File: src/sv/tsm_pkg.sv
// Package of the timestamp stream merger: field widths, codes and word types.
// No dependencies; used by the interfaces, every module and the checker.
`default_nettype none

package tsm_pkg;

  localparam int NumSourcesDef = 8;

  localparam int TsW     = 64;
  localparam int OidW    = 16;
  localparam int PayW    = 32;
  localparam int SrcW    = 3;
  localparam int StatusW = 3;
  localparam int ReqW    = 2;
  localparam int CfgW    = 4;

  localparam logic [CfgW-1:0] ActiveReset = 4'd8;

  // request codes
  localparam logic [ReqW-1:0] REQ_OFFER = 2'd0;
  localparam logic [ReqW-1:0] REQ_CLOSE = 2'd1;
  localparam logic [ReqW-1:0] REQ_POP   = 2'd2;

  // status codes
  localparam logic [StatusW-1:0] ST_STORED   = 3'd0;
  localparam logic [StatusW-1:0] ST_BUSY     = 3'd1;
  localparam logic [StatusW-1:0] ST_DECREASE = 3'd2;
  localparam logic [StatusW-1:0] ST_CLOSED   = 3'd3;
  localparam logic [StatusW-1:0] ST_RECORD   = 3'd4;
  localparam logic [StatusW-1:0] ST_WAITING  = 3'd5;
  localparam logic [StatusW-1:0] ST_DRAINED  = 3'd6;

  typedef struct packed {
    logic [ReqW-1:0] req_type;
    logic [SrcW-1:0] source;
    logic [TsW-1:0]  ts;
    logic [OidW-1:0] oid;
    logic [PayW-1:0] pay;
  } req_t;

  typedef struct packed {
    logic [TsW-1:0]  ts;
    logic [OidW-1:0] oid;
    logic [PayW-1:0] pay;
  } rec_t;

  typedef struct packed {
    logic [StatusW-1:0] status;
    logic [TsW-1:0]     ts;
    logic [OidW-1:0]    oid;
    logic [SrcW-1:0]    src;
    logic [PayW-1:0]    pay;
    logic               all_done;
  } rsp_t;

endpackage

`default_nettype wire

File: src/sv/tsm_ifs.sv
// Channel interfaces of the merger: request, response and configuration write.
// Depends on tsm_pkg for the field widths.
`default_nettype none

interface tsm_req_if;
  logic                       valid;
  logic                       ready;
  logic [tsm_pkg::ReqW-1:0]   req_type;
  logic [tsm_pkg::SrcW-1:0]   in_source;
  logic [tsm_pkg::TsW-1:0]    in_timestamp;
  logic [tsm_pkg::OidW-1:0]   in_origin_id;
  logic [tsm_pkg::PayW-1:0]   in_payload;

  modport source (output valid, req_type, in_source, in_timestamp, in_origin_id,
                  in_payload, input ready);
  modport sink   (input valid, req_type, in_source, in_timestamp, in_origin_id,
                  in_payload, output ready);
endinterface

interface tsm_rsp_if;
  logic                         valid;
  logic                         ready;
  logic [tsm_pkg::StatusW-1:0]  status;
  logic [tsm_pkg::TsW-1:0]      out_timestamp;
  logic [tsm_pkg::OidW-1:0]     out_origin_id;
  logic [tsm_pkg::SrcW-1:0]     out_source;
  logic [tsm_pkg::PayW-1:0]     out_payload;
  logic                         all_done;

  modport source (output valid, status, out_timestamp, out_origin_id, out_source,
                  out_payload, all_done, input ready);
  modport sink   (input valid, status, out_timestamp, out_origin_id, out_source,
                  out_payload, all_done, output ready);
endinterface

interface tsm_cfg_if;
  logic                       valid;
  logic                       ready;
  logic [tsm_pkg::CfgW-1:0]   active_sources;

  modport source (output valid, active_sources, input ready);
  modport sink   (input valid, active_sources, output ready);
endinterface

`default_nettype wire

File: src/sv/tsm_cmp.sv
// Shared key comparator: timestamp first, origin id second.
// Depends on tsm_pkg for the key widths.
`default_nettype none

module tsm_cmp (
  input  logic [tsm_pkg::TsW-1:0]  a_ts_i,
  input  logic [tsm_pkg::OidW-1:0] a_oid_i,
  input  logic [tsm_pkg::TsW-1:0]  b_ts_i,
  input  logic [tsm_pkg::OidW-1:0] b_oid_i,
  output logic                     lt_o
);

  assign lt_o = (a_ts_i != b_ts_i) ? (a_ts_i < b_ts_i) : (a_oid_i < b_oid_i);

endmodule

`default_nettype wire

File: src/sv/tsm_core.sv
// Merger sequencer: slot flags, slot and last-timestamp memories, pop scan.
// Depends on tsm_pkg and instantiates tsm_cmp.
`default_nettype none

module tsm_core #(
  parameter int NUM_SOURCES = tsm_pkg::NumSourcesDef
) (
  input  logic                     clk_i,
  input  logic                     rst_ni,
  input  logic [tsm_pkg::CfgW-1:0] active_i,
  input  logic                     req_valid_i,
  output logic                     req_ready_o,
  input  tsm_pkg::req_t            req_i,
  output logic                     rsp_valid_o,
  input  logic                     rsp_ready_i,
  output tsm_pkg::rsp_t            rsp_o
);

  localparam int IdxW = (NUM_SOURCES > 1) ? $clog2(NUM_SOURCES) : 1;
  localparam int CntW = $clog2(NUM_SOURCES + 1);

  localparam logic [1:0] S_IDLE  = 2'd0;
  localparam logic [1:0] S_OFFER = 2'd1;
  localparam logic [1:0] S_SCAN  = 2'd2;
  localparam logic [1:0] S_RESP  = 2'd3;

  logic [1:0] state_q, state_d;

  logic [CntW-1:0]        n_act;
  logic [NUM_SOURCES-1:0] act_mask;
  logic [NUM_SOURCES-1:0] full_q, full_d, seen_q, seen_d, closed_q, closed_d;
  logic                   ready_all, any_full, done_now;

  logic [IdxW+tsm_pkg::SrcW-1:0] src_in_wide, src_q_wide;
  logic [IdxW-1:0]               src_in_idx, src_idx;
  logic                          src_in_act;

  logic [tsm_pkg::SrcW-1:0] src_q;
  logic [tsm_pkg::TsW-1:0]  ts_q;
  logic [tsm_pkg::OidW-1:0] oid_q;
  logic [tsm_pkg::PayW-1:0] pay_q;
  logic                     act_ok_q;

  logic [CntW-1:0] cnt_q, cnt_d;
  logic [IdxW-1:0] cnt_idx;
  logic            iss_q, iss_d;

  tsm_pkg::rec_t   rd_rec_q;
  logic            rd_full_q;
  logic [IdxW-1:0] rd_idx_q;

  tsm_pkg::rec_t   best_q, best_d;
  logic [IdxW-1:0] best_idx_q, best_idx_d;
  logic            best_found_q, best_found_d;
  logic [IdxW+tsm_pkg::SrcW-1:0] best_wide;

  logic [tsm_pkg::TsW-1:0] last_rd_q;
  logic                    mem_we;
  logic                    accept;

  tsm_pkg::rsp_t res_q, res_d;

  tsm_pkg::rec_t           rec_mem  [NUM_SOURCES];
  logic [tsm_pkg::TsW-1:0] last_mem [NUM_SOURCES];

  logic [tsm_pkg::TsW-1:0]  cmp_a_ts, cmp_b_ts;
  logic [tsm_pkg::OidW-1:0] cmp_a_oid, cmp_b_oid;
  logic                     cmp_lt;

  // clamp the register into 1..NUM_SOURCES
  always_comb begin
    if (active_i == '0) begin
      n_act = CntW'(1);
    end else if (32'(active_i) > 32'(NUM_SOURCES)) begin
      n_act = CntW'(NUM_SOURCES);
    end else begin
      n_act = CntW'(active_i);
    end
  end

  always_comb begin
    for (int i = 0; i < NUM_SOURCES; i++) begin
      act_mask[i] = (CntW'(i) < n_act);
    end
  end

  assign ready_all = &(full_q | closed_q | ~act_mask);
  assign any_full  = |(full_q & act_mask);
  assign done_now  = ~|((full_q | ~closed_q) & act_mask);

  assign src_in_wide = {{IdxW{1'b0}}, req_i.source};
  assign src_in_idx  = src_in_wide[IdxW-1:0];
  assign src_in_act  = (32'(req_i.source) < 32'(n_act));
  assign src_q_wide  = {{IdxW{1'b0}}, src_q};
  assign src_idx     = src_q_wide[IdxW-1:0];
  assign cnt_idx     = cnt_q[IdxW-1:0];
  assign best_wide   = {{tsm_pkg::SrcW{1'b0}}, best_idx_q};

  assign req_ready_o = (state_q == S_IDLE);
  assign rsp_valid_o = (state_q == S_RESP);
  assign accept      = req_valid_i && req_ready_o;

  // one comparator: decrease check on offers, ordering during the scan
  always_comb begin
    if (state_q == S_SCAN) begin
      cmp_a_ts  = rd_rec_q.ts;
      cmp_a_oid = rd_rec_q.oid;
      cmp_b_ts  = best_q.ts;
      cmp_b_oid = best_q.oid;
    end else begin
      cmp_a_ts  = ts_q;
      cmp_a_oid = '0;
      cmp_b_ts  = last_rd_q;
      cmp_b_oid = '0;
    end
  end

  tsm_cmp u_cmp (
    .a_ts_i  (cmp_a_ts),
    .a_oid_i (cmp_a_oid),
    .b_ts_i  (cmp_b_ts),
    .b_oid_i (cmp_b_oid),
    .lt_o    (cmp_lt)
  );

  always_comb begin
    state_d      = state_q;
    full_d       = full_q;
    seen_d       = seen_q;
    closed_d     = closed_q;
    cnt_d        = cnt_q;
    iss_d        = iss_q;
    best_d       = best_q;
    best_idx_d   = best_idx_q;
    best_found_d = best_found_q;
    res_d        = res_q;
    mem_we       = 1'b0;

    case (state_q)
      S_IDLE: begin
        if (accept) begin
          res_d          = '0;
          res_d.status   = tsm_pkg::ST_WAITING;
          state_d        = S_RESP;
          case (req_i.req_type)
            tsm_pkg::REQ_OFFER: begin
              state_d = S_OFFER;
            end
            tsm_pkg::REQ_CLOSE: begin
              if (src_in_act) begin
                closed_d[src_in_idx] = 1'b1;
              end
              res_d.status = tsm_pkg::ST_CLOSED;
            end
            tsm_pkg::REQ_POP: begin
              if (!ready_all) begin
                res_d.status = tsm_pkg::ST_WAITING;
              end else if (!any_full) begin
                res_d.status = tsm_pkg::ST_DRAINED;
              end else begin
                state_d      = S_SCAN;
                cnt_d        = '0;
                iss_d        = 1'b0;
                best_found_d = 1'b0;
              end
            end
            default: begin
              res_d.status = tsm_pkg::ST_WAITING;
            end
          endcase
        end
      end

      S_OFFER: begin
        state_d = S_RESP;
        if (!act_ok_q || closed_q[src_idx]) begin
          res_d.status = tsm_pkg::ST_CLOSED;
        end else if (full_q[src_idx]) begin
          res_d.status = tsm_pkg::ST_BUSY;
        end else if (seen_q[src_idx] && cmp_lt) begin
          res_d.status = tsm_pkg::ST_DECREASE;
        end else begin
          full_d[src_idx] = 1'b1;
          seen_d[src_idx] = 1'b1;
          mem_we          = 1'b1;
          res_d.status    = tsm_pkg::ST_STORED;
        end
      end

      S_SCAN: begin
        // ties keep the earlier slot, since slots arrive in ascending order
        if (iss_q && rd_full_q && (!best_found_q || cmp_lt)) begin
          best_d       = rd_rec_q;
          best_idx_d   = rd_idx_q;
          best_found_d = 1'b1;
        end
        if (cnt_q < n_act) begin
          iss_d = 1'b1;
          cnt_d = cnt_q + CntW'(1);
        end else begin
          iss_d = 1'b0;
          if (!iss_q) begin
            full_d[best_idx_q] = 1'b0;
            res_d.status       = tsm_pkg::ST_RECORD;
            res_d.ts           = best_q.ts;
            res_d.oid          = best_q.oid;
            res_d.pay          = best_q.pay;
            res_d.src          = best_wide[tsm_pkg::SrcW-1:0];
            state_d            = S_RESP;
          end
        end
      end

      S_RESP: begin
        if (rsp_ready_i) begin
          state_d = S_IDLE;
        end
      end

      default: begin
        state_d = S_IDLE;
      end
    endcase
  end

  always_ff @(posedge clk_i or negedge rst_ni) begin
    if (!rst_ni) begin
      state_q      <= S_IDLE;
      full_q       <= '0;
      seen_q       <= '0;
      closed_q     <= '0;
      cnt_q        <= '0;
      iss_q        <= 1'b0;
      best_found_q <= 1'b0;
    end else begin
      state_q      <= state_d;
      full_q       <= full_d;
      seen_q       <= seen_d;
      closed_q     <= closed_d;
      cnt_q        <= cnt_d;
      iss_q        <= iss_d;
      best_found_q <= best_found_d;
    end
  end

  // payload registers
  always_ff @(posedge clk_i) begin
    if (accept) begin
      src_q    <= req_i.source;
      ts_q     <= req_i.ts;
      oid_q    <= req_i.oid;
      pay_q    <= req_i.pay;
      act_ok_q <= src_in_act;
    end
    best_q     <= best_d;
    best_idx_q <= best_idx_d;
    res_q      <= res_d;
    rd_full_q  <= full_q[cnt_idx];
    rd_idx_q   <= cnt_idx;
  end

  // slot memories: one write port, one registered read port each
  always_ff @(posedge clk_i) begin
    if (mem_we) begin
      rec_mem[src_idx]  <= '{ts: ts_q, oid: oid_q, pay: pay_q};
      last_mem[src_idx] <= ts_q;
    end
    rd_rec_q  <= rec_mem[cnt_idx];
    last_rd_q <= last_mem[src_in_idx];
  end

  always_comb begin
    rsp_o          = res_q;
    rsp_o.all_done = done_now;
  end

endmodule

`default_nettype wire

File: src/sv/timestamp_stream_merger_top.sv
// Top level of the timestamp stream merger: config register, output register, core.
// Depends on tsm_pkg, tsm_ifs and tsm_core.
`default_nettype none

// Merges records from up to NUM_SOURCES sources, one buffered slot each, into one
// stream ordered by timestamp, then origin id, then slot index. Every request
// word gets exactly one response word. The block works on one request at a time
// and drops ready until its response sits in the output register. An offer first
// reads the source's last timestamp from memory, then checks it; a pop that finds
// every active source buffered or closed walks the slots of every active source
// with a single comparator, one slot per cycle through its one read port.
// A refused pop (waiting or drained), a close or an unused code is answered
// without a scan. The response register lets the next request be accepted while
// the last response is still unclaimed.
// Write active_sources only while no request is in flight.
module timestamp_stream_merger_top #(
  parameter int NUM_SOURCES = tsm_pkg::NumSourcesDef
) (
  input  logic       clk_i,
  input  logic       rst_ni,
  tsm_req_if.sink    req_i,
  tsm_rsp_if.source  rsp_o,
  tsm_cfg_if.sink    cfg_i
);

  logic [tsm_pkg::CfgW-1:0] active_q;

  tsm_pkg::req_t req;
  tsm_pkg::rsp_t core_rsp;
  logic          core_rsp_valid, core_rsp_ready;

  logic          out_valid_q;
  tsm_pkg::rsp_t out_q;

  assign cfg_i.ready = 1'b1;

  always_ff @(posedge clk_i or negedge rst_ni) begin
    if (!rst_ni) begin
      active_q <= tsm_pkg::ActiveReset;
    end else if (cfg_i.valid) begin
      active_q <= cfg_i.active_sources;
    end
  end

  assign req.req_type = req_i.req_type;
  assign req.source   = req_i.in_source;
  assign req.ts       = req_i.in_timestamp;
  assign req.oid      = req_i.in_origin_id;
  assign req.pay      = req_i.in_payload;

  tsm_core #(
    .NUM_SOURCES (NUM_SOURCES)
  ) u_core (
    .clk_i       (clk_i),
    .rst_ni      (rst_ni),
    .active_i    (active_q),
    .req_valid_i (req_i.valid),
    .req_ready_o (req_i.ready),
    .req_i       (req),
    .rsp_valid_o (core_rsp_valid),
    .rsp_ready_i (core_rsp_ready),
    .rsp_o       (core_rsp)
  );

  // load the output register when empty or being emptied
  assign core_rsp_ready = !out_valid_q || rsp_o.ready;

  always_ff @(posedge clk_i or negedge rst_ni) begin
    if (!rst_ni) begin
      out_valid_q <= 1'b0;
    end else if (core_rsp_ready) begin
      out_valid_q <= core_rsp_valid;
    end
  end

  always_ff @(posedge clk_i) begin
    if (core_rsp_ready && core_rsp_valid) begin
      out_q <= core_rsp;
    end
  end

  assign rsp_o.valid         = out_valid_q;
  assign rsp_o.status        = out_q.status;
  assign rsp_o.out_timestamp = out_q.ts;
  assign rsp_o.out_origin_id = out_q.oid;
  assign rsp_o.out_source    = out_q.src;
  assign rsp_o.out_payload   = out_q.pay;
  assign rsp_o.all_done      = out_q.all_done;

endmodule

`default_nettype wire

File: src/flat_wrapper.sv
// flat-port wrapper written by rule: the top's interface ports become plain ports
module timestamp_stream_merger_top_flat 
#(
  parameter int NUM_SOURCES = tsm_pkg::NumSourcesDef
)
  (clk_i, rst_ni, req_i_valid, req_i_req_type, req_i_in_source, req_i_in_timestamp, req_i_in_origin_id, req_i_in_payload, req_i_ready, rsp_o_valid, rsp_o_status, rsp_o_out_timestamp, rsp_o_out_origin_id, rsp_o_out_source, rsp_o_out_payload, rsp_o_all_done, rsp_o_ready, cfg_i_valid, cfg_i_active_sources, cfg_i_ready);
  tsm_req_if req_i_i ();
  tsm_rsp_if rsp_o_i ();
  tsm_cfg_if cfg_i_i ();
  input  logic clk_i;
  input  logic rst_ni;
  input wire logic [$bits(req_i_i.valid)-1:0] req_i_valid;
  input wire logic [$bits(req_i_i.req_type)-1:0] req_i_req_type;
  input wire logic [$bits(req_i_i.in_source)-1:0] req_i_in_source;
  input wire logic [$bits(req_i_i.in_timestamp)-1:0] req_i_in_timestamp;
  input wire logic [$bits(req_i_i.in_origin_id)-1:0] req_i_in_origin_id;
  input wire logic [$bits(req_i_i.in_payload)-1:0] req_i_in_payload;
  output wire logic [$bits(req_i_i.ready)-1:0] req_i_ready;
  output wire logic [$bits(rsp_o_i.valid)-1:0] rsp_o_valid;
  output wire logic [$bits(rsp_o_i.status)-1:0] rsp_o_status;
  output wire logic [$bits(rsp_o_i.out_timestamp)-1:0] rsp_o_out_timestamp;
  output wire logic [$bits(rsp_o_i.out_origin_id)-1:0] rsp_o_out_origin_id;
  output wire logic [$bits(rsp_o_i.out_source)-1:0] rsp_o_out_source;
  output wire logic [$bits(rsp_o_i.out_payload)-1:0] rsp_o_out_payload;
  output wire logic [$bits(rsp_o_i.all_done)-1:0] rsp_o_all_done;
  input wire logic [$bits(rsp_o_i.ready)-1:0] rsp_o_ready;
  input wire logic [$bits(cfg_i_i.valid)-1:0] cfg_i_valid;
  input wire logic [$bits(cfg_i_i.active_sources)-1:0] cfg_i_active_sources;
  output wire logic [$bits(cfg_i_i.ready)-1:0] cfg_i_ready;
  assign req_i_i.valid = req_i_valid;
  assign req_i_i.req_type = req_i_req_type;
  assign req_i_i.in_source = req_i_in_source;
  assign req_i_i.in_timestamp = req_i_in_timestamp;
  assign req_i_i.in_origin_id = req_i_in_origin_id;
  assign req_i_i.in_payload = req_i_in_payload;
  assign req_i_ready = req_i_i.ready;
  assign rsp_o_valid = rsp_o_i.valid;
  assign rsp_o_status = rsp_o_i.status;
  assign rsp_o_out_timestamp = rsp_o_i.out_timestamp;
  assign rsp_o_out_origin_id = rsp_o_i.out_origin_id;
  assign rsp_o_out_source = rsp_o_i.out_source;
  assign rsp_o_out_payload = rsp_o_i.out_payload;
  assign rsp_o_all_done = rsp_o_i.all_done;
  assign rsp_o_i.ready = rsp_o_ready;
  assign cfg_i_i.valid = cfg_i_valid;
  assign cfg_i_i.active_sources = cfg_i_active_sources;
  assign cfg_i_ready = cfg_i_i.ready;
  timestamp_stream_merger_top #(.NUM_SOURCES(NUM_SOURCES)) u_core (.clk_i(clk_i), .rst_ni(rst_ni), .req_i(req_i_i), .rsp_o(rsp_o_i), .cfg_i(cfg_i_i));
endmodule
File: config.mk
export PLATFORM = sky130hd
export DESIGN_NAME = timestamp_stream_merger_top_flat
export DESIGN_NICKNAME = d
export VERILOG_FILES = /design/src/sv/tsm_pkg.sv /design/src/sv/tsm_ifs.sv /design/src/sv/tsm_cmp.sv /design/src/sv/tsm_core.sv /design/src/sv/timestamp_stream_merger_top.sv /design/src/flat_wrapper.sv
export SDC_FILE = /design/constraint.sdc
export NUM_CORES = 1
export LEC_CHECK = 0
export BUFFER_PORTS_ARGS = -buffer_cell sky130_fd_sc_hd__buf_2
export CAP_MARGIN = 20
export CORE_MARGIN = 1
export CORE_UTILIZATION = 40
export CTS_CLUSTER_SIZE = 14
export DETAILED_ROUTE_END_ITERATION = 6
export GPL_TIMING_DRIVEN = 0
export PLACE_DENSITY = 0.64
export SYNTH_ARGS = -nofsm -noshare
export SYNTH_HDL_FRONTEND = slang
export SYNTH_HIERARCHICAL = 1
export SYNTH_SLANG_ARGS = --single-unit
export TNS_END_PERCENT = 10
File: constraint.sdc
create_clock -name clk_i -period 17.6 [get_ports clk_i]
set_input_delay 1.76 -clock clk_i [delete_from_list [all_inputs] [get_ports clk_i]]
set_output_delay 1.76 -clock clk_i [all_outputs]
set_load 0.01 [all_outputs]
==> results of run 1 <==
layout make-up:
cell class | count | area [sq um] | share of cell area [%]
inverter | 97 | 364 | 0.511
timing repair buffer | 333 | 2860 | 4.01
multi-input combinational | 1366 | 14200 | 20.0
clock inverter | 84 | 842 | 1.18
clock buffer | 205 | 4310 | 6.05
buffer | 166 | 681 | 0.955
tap | 2016 | 2520 | 3.54
antenna | 4 | 10.0 | 0.0140
sequential | 1581 | 45500 | 63.8
where the power goes:
group          switching [W]  total [W]  leakage, nW  internal, W
registers           0.000282    0.00516         14.4      0.00488
logic                0.00163    0.00286         7.40      0.00122
clock network        0.00143    0.00333         2.54      0.00190
total                0.00334     0.0113         24.3      0.00801
Yosys cell counts, types with 3 or more instances:
master / instances
edfxtp_1: 1364
a22oi_1: 257
mux4_2: 226
mux2_2: 186
dfxtp_1: 180
and2_1: 151
clkbuf_1: 109
inv_1: 97
ha_1: 93
a21o_1: 85
nand4_1: 80
a21oi_1: 38
dfrtp_1: 36
nand2_1: 34
nor2_1: 32
buf_2: 28
buf_1: 25
o21ai_0: 23
nor3_1: 14
nand3_1: 11
nand3b_1: 11
nand2b_1: 10
o31ai_1: 10
or2_2: 10
a31oi_1: 9
mux2i_1: 6
a211o_1: 4
a211oi_1: 4
a221oi_1: 4
and3_1: 4
o211ai_1: 4
o21a_1: 4
or3_1: 4
a21boi_0: 3
buf_4: 3
nor2b_1: 3
nor3b_1: 3
per-stage QoR:
stage,std cells,worst slack (ps)
after global placement,5472,-6760
after floorplan,3210,5510
after CTS,5842,9460
after detailed placement,5553,9520
final,5852,9360
after global routing,5850,9180
registers in the layout (all words and copies together), names as in the netlist, 3 cells and up:
| name | cells |
|---|---|
| u_core/u_core/cnt_q | 4 |
| u_core/u_core/last_rd_q | 64 |
| u_core/u_core/seen_q | 8 |
| u_core/u_core/pay_q | 32 |
| u_core/u_core/src_idx | 3 |
| u_core/u_core/closed_q | 8 |
| u_core/rsp_o.out_payload | 32 |
| u_core/rsp_o.out_origin_id | 16 |
| u_core/u_core/best_q | 112 |
| u_core/u_core/rd_idx_q | 3 |
| u_core/u_core/rsp_o | 118 |
| u_core/u_core/oid_q | 16 |
| u_core/u_core/ts_q | 64 |
| u_core/u_core/rec_mem | 391 |
| u_core/active_q | 4 |
| u_core/rsp_o.status | 3 |
| u_core/u_core/best_idx_q | 3 |
| u_core/rsp_o.out_source | 3 |
| u_core/u_core/last_mem | 505 |
| u_core/u_core/full_q | 8 |
| u_core/u_core/rd_rec_q | 112 |
| u_core/rsp_o.out_timestamp | 64 |
final timing paths:
kind                                                 endpoint  slack (ps)  cells past startpoint
worst max-delay path            u_core/u_core/last_mem[2][23]        9360                     20
worst min-delay path                 u_core/u_core/best_q[15]         400                      0
worst max register to register  u_core/u_core/last_mem[2][23]        9360                     20
worst min register to register       u_core/u_core/best_q[15]         400                      0
max in group asynchronous           u_core/u_core/closed_q[6]       15900                      1
min in group asynchronous                  u_core/active_q[2]        1090                      1
critical path, stage by stage, from the launching register on:
cell and delay, ps:
dfrtp_1 410, inv_1 90, ha_1 340, inv_1 400, clkbuf_1 820, buf_1 730
a21o_1 200, inv_1 40, ha_1 280, and4_1 270, nand4_1 220, or4_4 650
nor4_4 520, o31ai_1 140, o22a_1 360, o31ai_2 190, nand4_1 530, nor2_4 920
buf_16 250, buf_12 210, buf_12 230
kinds of logic after synthesis:
family                     count (synthesis)  share of synthesized area (%)
buffers and inverters                    263                           1.72
and+or+nand+nor                          384                           3.82
DFF                                     1581                           75.0
other                                      1                        0.00618
muxes                                    418                           11.9
adders and majority gates                 94                           1.93
AOI/OAI and AO/OA                        469                           5.61
metal layers:
layer | routed length, microns | vias up | share of wire, %
met5 | 94 | - | 0.058
met4 | 5310 | 18 | 3.3
met3 | 14500 | 307 | 8.9
met2 | 76600 | 1699 | 47
met1 | 65500 | 16800 | 40
li1 | - | 14000 | -
==> impl_metrics.py, run 1 <==
metrics = {
    "die": {
        "die_x_microns": 391,
        "start_util_pct": 40.4,
        "num_rows": 142,
        "die_h_microns": 391,
        "die-area_sq_um": 153000,
        "pin_count": 248,
        "core_area_sq_um": 150000,
    },
    "worst_setup_path": {
        "path_class": "flip-flop to flip-flop",
        "startpoint": "u_core/u_core/state_q[0]",
        "start_kind": "flip-flop",
        "arrival_ps": 8710,
        "r2r_start": "u_core/u_core/state_q[0]",
        "crit_path_end_kind": "flip-flop",
        "crit_required_ps": 18070,
        "worst-path-max-fanout": 21,
    },
    "route": {
        "drt_iter0_drc": 3694,
        "drcViolationCount": 0,
        "firstDrtPassIters": 6,
        "drt-vias-per-instance": 5.60,
        "wl_per_cell_microns": 27.7,
        "via_count": 32800,
        "postRouteWirelength_mm": 162,
        "detail-route-antenna-nets": 0,
    },
    "yosys": {
        "syn_area_per_cell_sq_um": 18.9,
        "synth_seq_area_share_pct": 75.0,
        "synth-edff-count": 1364,
        "synth_flop_cell": "edfxtp_1",
        "synthArstFlopShare_pct": 2.34,
        "synth_top_cell_area_share_pct": 67.5,
        "synthDistinctLibCells": 73,
        "synth_top_cell_by_area": "edfxtp_1",
        "syn_area_sq_um": 60700,
        "synth-seq-cells": 1581,
        "synth_nets": 3429,
        "synth_area_leaders": "edfxtp_1 (68%), mux4_2 (8.4%), dfxtp_1 (5.9%), mux2_2 (3.5%), a22oi_1 (3.2%)",
        "yosys_warnings": 6,
        "synthCells": 3210,
    },
    "placement": {
        "post_dp_cell_area_sq_um": 66100,
        "dp_hpwl_mm": 108,
        "gp_congestion": 0.851,
        "portBuffers": 246,
    },
    "power_and_ir_drop": {
        "powerDensity_nw_per_um2": 159,
        "leakage_nw": 24.3,
        "max-vdd-ir-drop_uv": 89.7,
        "total_power_w": 0.0113,
    },
    "global_routing": {
        "antenna_found_initial": 17,
        "grtUsageMet2_pct": 33.4,
        "grt_pass1_vias": 32700,
        "grt_max_degree": 57,
        "grt_use_total_pct": 21.1,
        "grt_first_pass_wirelength_mm": 230,
        "grtUsageMet1_pct": 28.5,
        "top_usage_layer": "met2",
        "use_met3_pct": 4.55,
        "gr-total-overflow": 0,
    },
    "cts": {
        "cts.sinks": 1581,
        "clkSlewWorstSetupHoldPaths_ps": 70,
        "clockBufferDepth": 3,
        "clockRootBuffer": "clkbuf_16",
        "post_cts_buffers": 0,
        "cts_hold_buf": 0,
        "cts_made_buffers": 155,
        "cts_tree": "yes",
        "htreeDepth": 4,
        "post_cts_resized": 0,
        "worstSkewPairLatency_ps": 800,
    },
    "timing": {
        "fmax_mhz": 121,
        "slew_headroom_pct": 16.8,
        "fin_skew_ps": 30.0,
        "slew_violations": 0,
        "tightest_slew_ps": 1250,
        "fin_crit_sh_pct": 46.8,
        "holdWs_ps": 396,
        "fin_setup_tns_ps": 0,
        "setup_viol": 0,
        "grt_setup_unrepaired": "no",
        "hold_viol": 0,
        "fin_crit_ps": 8240,
    },
    "flow_run": {
        "drv_cap": 0,
    },
    "cells_and_area": {
        "fill_cells": 12400,
        "syn_to_final_growth_pct": 17.5,
        "final_cell_mix": "edfxtp_1 (1364), buf_2 (274), a22oi_1 (257)",
        "drive_gt1_share_pct": 27.8,
        "layout_commonest_cell": "edfxtp_1",
        "post-route-util_pct": 47.5,
        "nets": 3919,
        "fin_area_sq_um": 71300,
    },
    "outcome": {
        "status": "completed",
    },
    "worst_hold_path": {
        "min_from": "u_core/u_core/rd_rec_q[15]",
        "hold_class": "flip-flop to flip-flop",
    },
}
Power figures use the tool's default switching activity.
==> run 2, diff against run 1 <==
PLACE_DENSITY = 0.66   (was 0.64)
clock period = 7.5 ns   (was 17.6 ns; I/O delays follow)
==> impl_metrics.py, run 2 (synthesis gave the netlist of run 1 again) <==
metrics = {
    "timing": {
        "slew_violations": 0,
        "fin_skew_ps": 27.5,
        "hold_viol": 0,
        "slew_headroom_pct": 12.7,
        "fin_setup_tns_ps": 0,
        "fin_crit_sh_pct": 98.5,
        "grt_setup_unrepaired": "yes",
        "tightest_slew_ps": 1310,
        "setup_ws_ps": 110,
        "fmax_mhz": 135,
        "fin_crit_ps": 7390,
        "setup_viol": 0,
    },
    "die": {
        "start_util_pct": 40.4,
        "num_rows": 142,
        "die-area_sq_um": 153000,
        "pin_count": 248,
        "die_x_microns": 391,
        "core_area_sq_um": 150000,
        "die_h_microns": 391,
    },
    "route": {
        "drt-vias-per-instance": 5.63,
        "postRouteWirelength_mm": 163,
        "detail-route-antenna-nets": 0,
        "drt_iter0_drc": 3987,
        "wl_per_cell_microns": 27.9,
        "firstDrtPassIters": 6,
        "drcViolationCount": 0,
        "via_count": 32900,
    },
    "global_routing": {
        "grt_max_degree": 57,
        "grt_pass1_vias": 32800,
        "gr-total-overflow": 0,
        "grt_first_pass_wirelength_mm": 230,
        "grt_use_total_pct": 21.2,
        "antenna_found_initial": 23,
    },
    "cells_and_area": {
        "syn_to_final_growth_pct": 17.4,
        "fill_cells": 12400,
        "multi_input_area_sq_um": 14200,
        "drive_gt1_share_pct": 27.6,
        "nets": 3915,
        "largest_reg_flops": 505,
        "final_cell_mix": "edfxtp_1 (1364), buf_2 (274), a22oi_1 (257)",
        "fin_area_sq_um": 71300,
        "largest-register": "u_core/u_core/last_mem",
        "seq_area_sq_um": 45500,
        "layout_commonest_cell": "edfxtp_1",
    },
    "outcome": {
        "status": "completed",
    },
    "worst_setup_path": {
        "start_kind": "flip-flop",
        "worst-path-max-fanout": 20,
        "arrival_ps": 7870,
        "slowest_stage": "clkbuf_1",
        "crit_path_end_kind": "flip-flop",
        "crit_path_cell_trace": "inv_1, ha_1, clkbuf_2, clkbuf_1, mux2_2, ha_1, and4_1, nand4_1, or4_4, nor4_4, o31ai_1, o22a_1, o31ai_2, nand4_1, nor2_4, buf_12, buf_12, buf_16",
        "max_stage_delay_ps": 750,
        "crit_required_ps": 7980,
        "path_class": "flip-flop to flip-flop",
    },
    "placement": {
        "gp_congestion": 0.860,
        "dp_hpwl_mm": 108,
        "post_dp_cell_area_sq_um": 66100,
        "portBuffers": 246,
        "pre_cts_slack_ps": -607,
    },
    "cts": {
        "clockBufferDepth": 3,
        "htreeDepth": 4,
        "worstSkewPairLatency_ps": 800,
        "cts_made_buffers": 152,
        "cts.sinks": 1581,
        "cts_hold_buf": 0,
        "cts_tree": "yes",
        "clkSlewWorstSetupHoldPaths_ps": 60,
        "clockRootBuffer": "clkbuf_16",
    },
    "power_and_ir_drop": {
        "max-vdd-ir-drop_uv": 191,
        "total_power_w": 0.0265,
        "powerDensity_nw_per_um2": 371,
        "leakage_nw": 24.3,
    },
    "flow_run": {
        "drv_cap": 0,
    },
    "worst_hold_path": {
        "hold_class": "input port to async pin",
    },
}
==> run 2: where the power goes <==
group	internal (W)	total (W)	switching (W)
Sequential	0.0114	0.0121	0.000657
Clock	0.00435	0.00759	0.00324
Combinational	0.00291	0.00678	0.00386
==> run 2: layout make-up <==
class,count,area share (%)
multi-input combinational,1366,20.0
antenna,4,0.0140
buffer,165,0.969
sequential,1581,63.8
clock buffer,217,6.14
clock inverter,63,0.824
timing repair buffer,333,4.19
tap,2016,3.54
inverter,97,0.511
==> run 2: path summary, 6_finish.rpt <==
path | startpoint | depth (start not counted) | slack [ps] | to
min reg2reg | u_core/u_core/cnt_q[0] | 0 | 390 | u_core/u_core/rd_idx_q[0]
max in group asynchronous | rst_ni | 1 | 6750 | u_core/u_core/seen_q[2]
min | rst_ni | 1 | 110 | u_core/active_q[0]
min in group clk_i | req_i_in_timestamp[34] | 1 | 130 | u_core/u_core/ts_q[34]
max reg2reg | u_core/u_core/state_q[0] | 18 | 110 | u_core/u_core/last_mem[0][17]
max | u_core/u_core/state_q[0] | 18 | 110 | u_core/u_core/last_mem[0][17]
==> run 2: critical path: cells and delay by family, from the launching register on <==
kind                     cells  cell delay, ps
buffers and inverters        6            1980
multiplexers                 1             420
AND/OR/NAND/NOR              6            2800
flip-flops                   1             420
adder cells (fa/ha/maj)      2             670
AO/OA/AOI/OAI                3             690
==> run 2: routing by layer <==
layer  GRT usage [%]  vias to the layer above  wire length [microns]
met3            4.12                      369                  14300
li1                -                    14000                      -
met4            8.85                       26                   6360
met2            34.0                     1694                  77700
met1            28.2                    16800                  64200
met5               0                        -                    162
==> run 2: what timing repair did <==
| action | in CTS | in global routing |
|---|---|---|
| endpoints found under the setup margin | 663 | 88 |
| pin swaps | 3 | 4 |
| resized for setup | 5 | 1 |
| gates cloned | 0 | 0 |
| buffers inserted | 7 | 3 |
==> run 2: metrics by stage <==
step           utilization [%]  hold WS, ps  cells
2_1_floorplan                -          368   3210
3_3_place_gp              42.9          387   5472
3_5_place_dp              44.1          382   5545
4_1_cts                   47.4         73.8   5831
5_1_grt                   47.5          107   5838
6_report                  47.5          110   5842
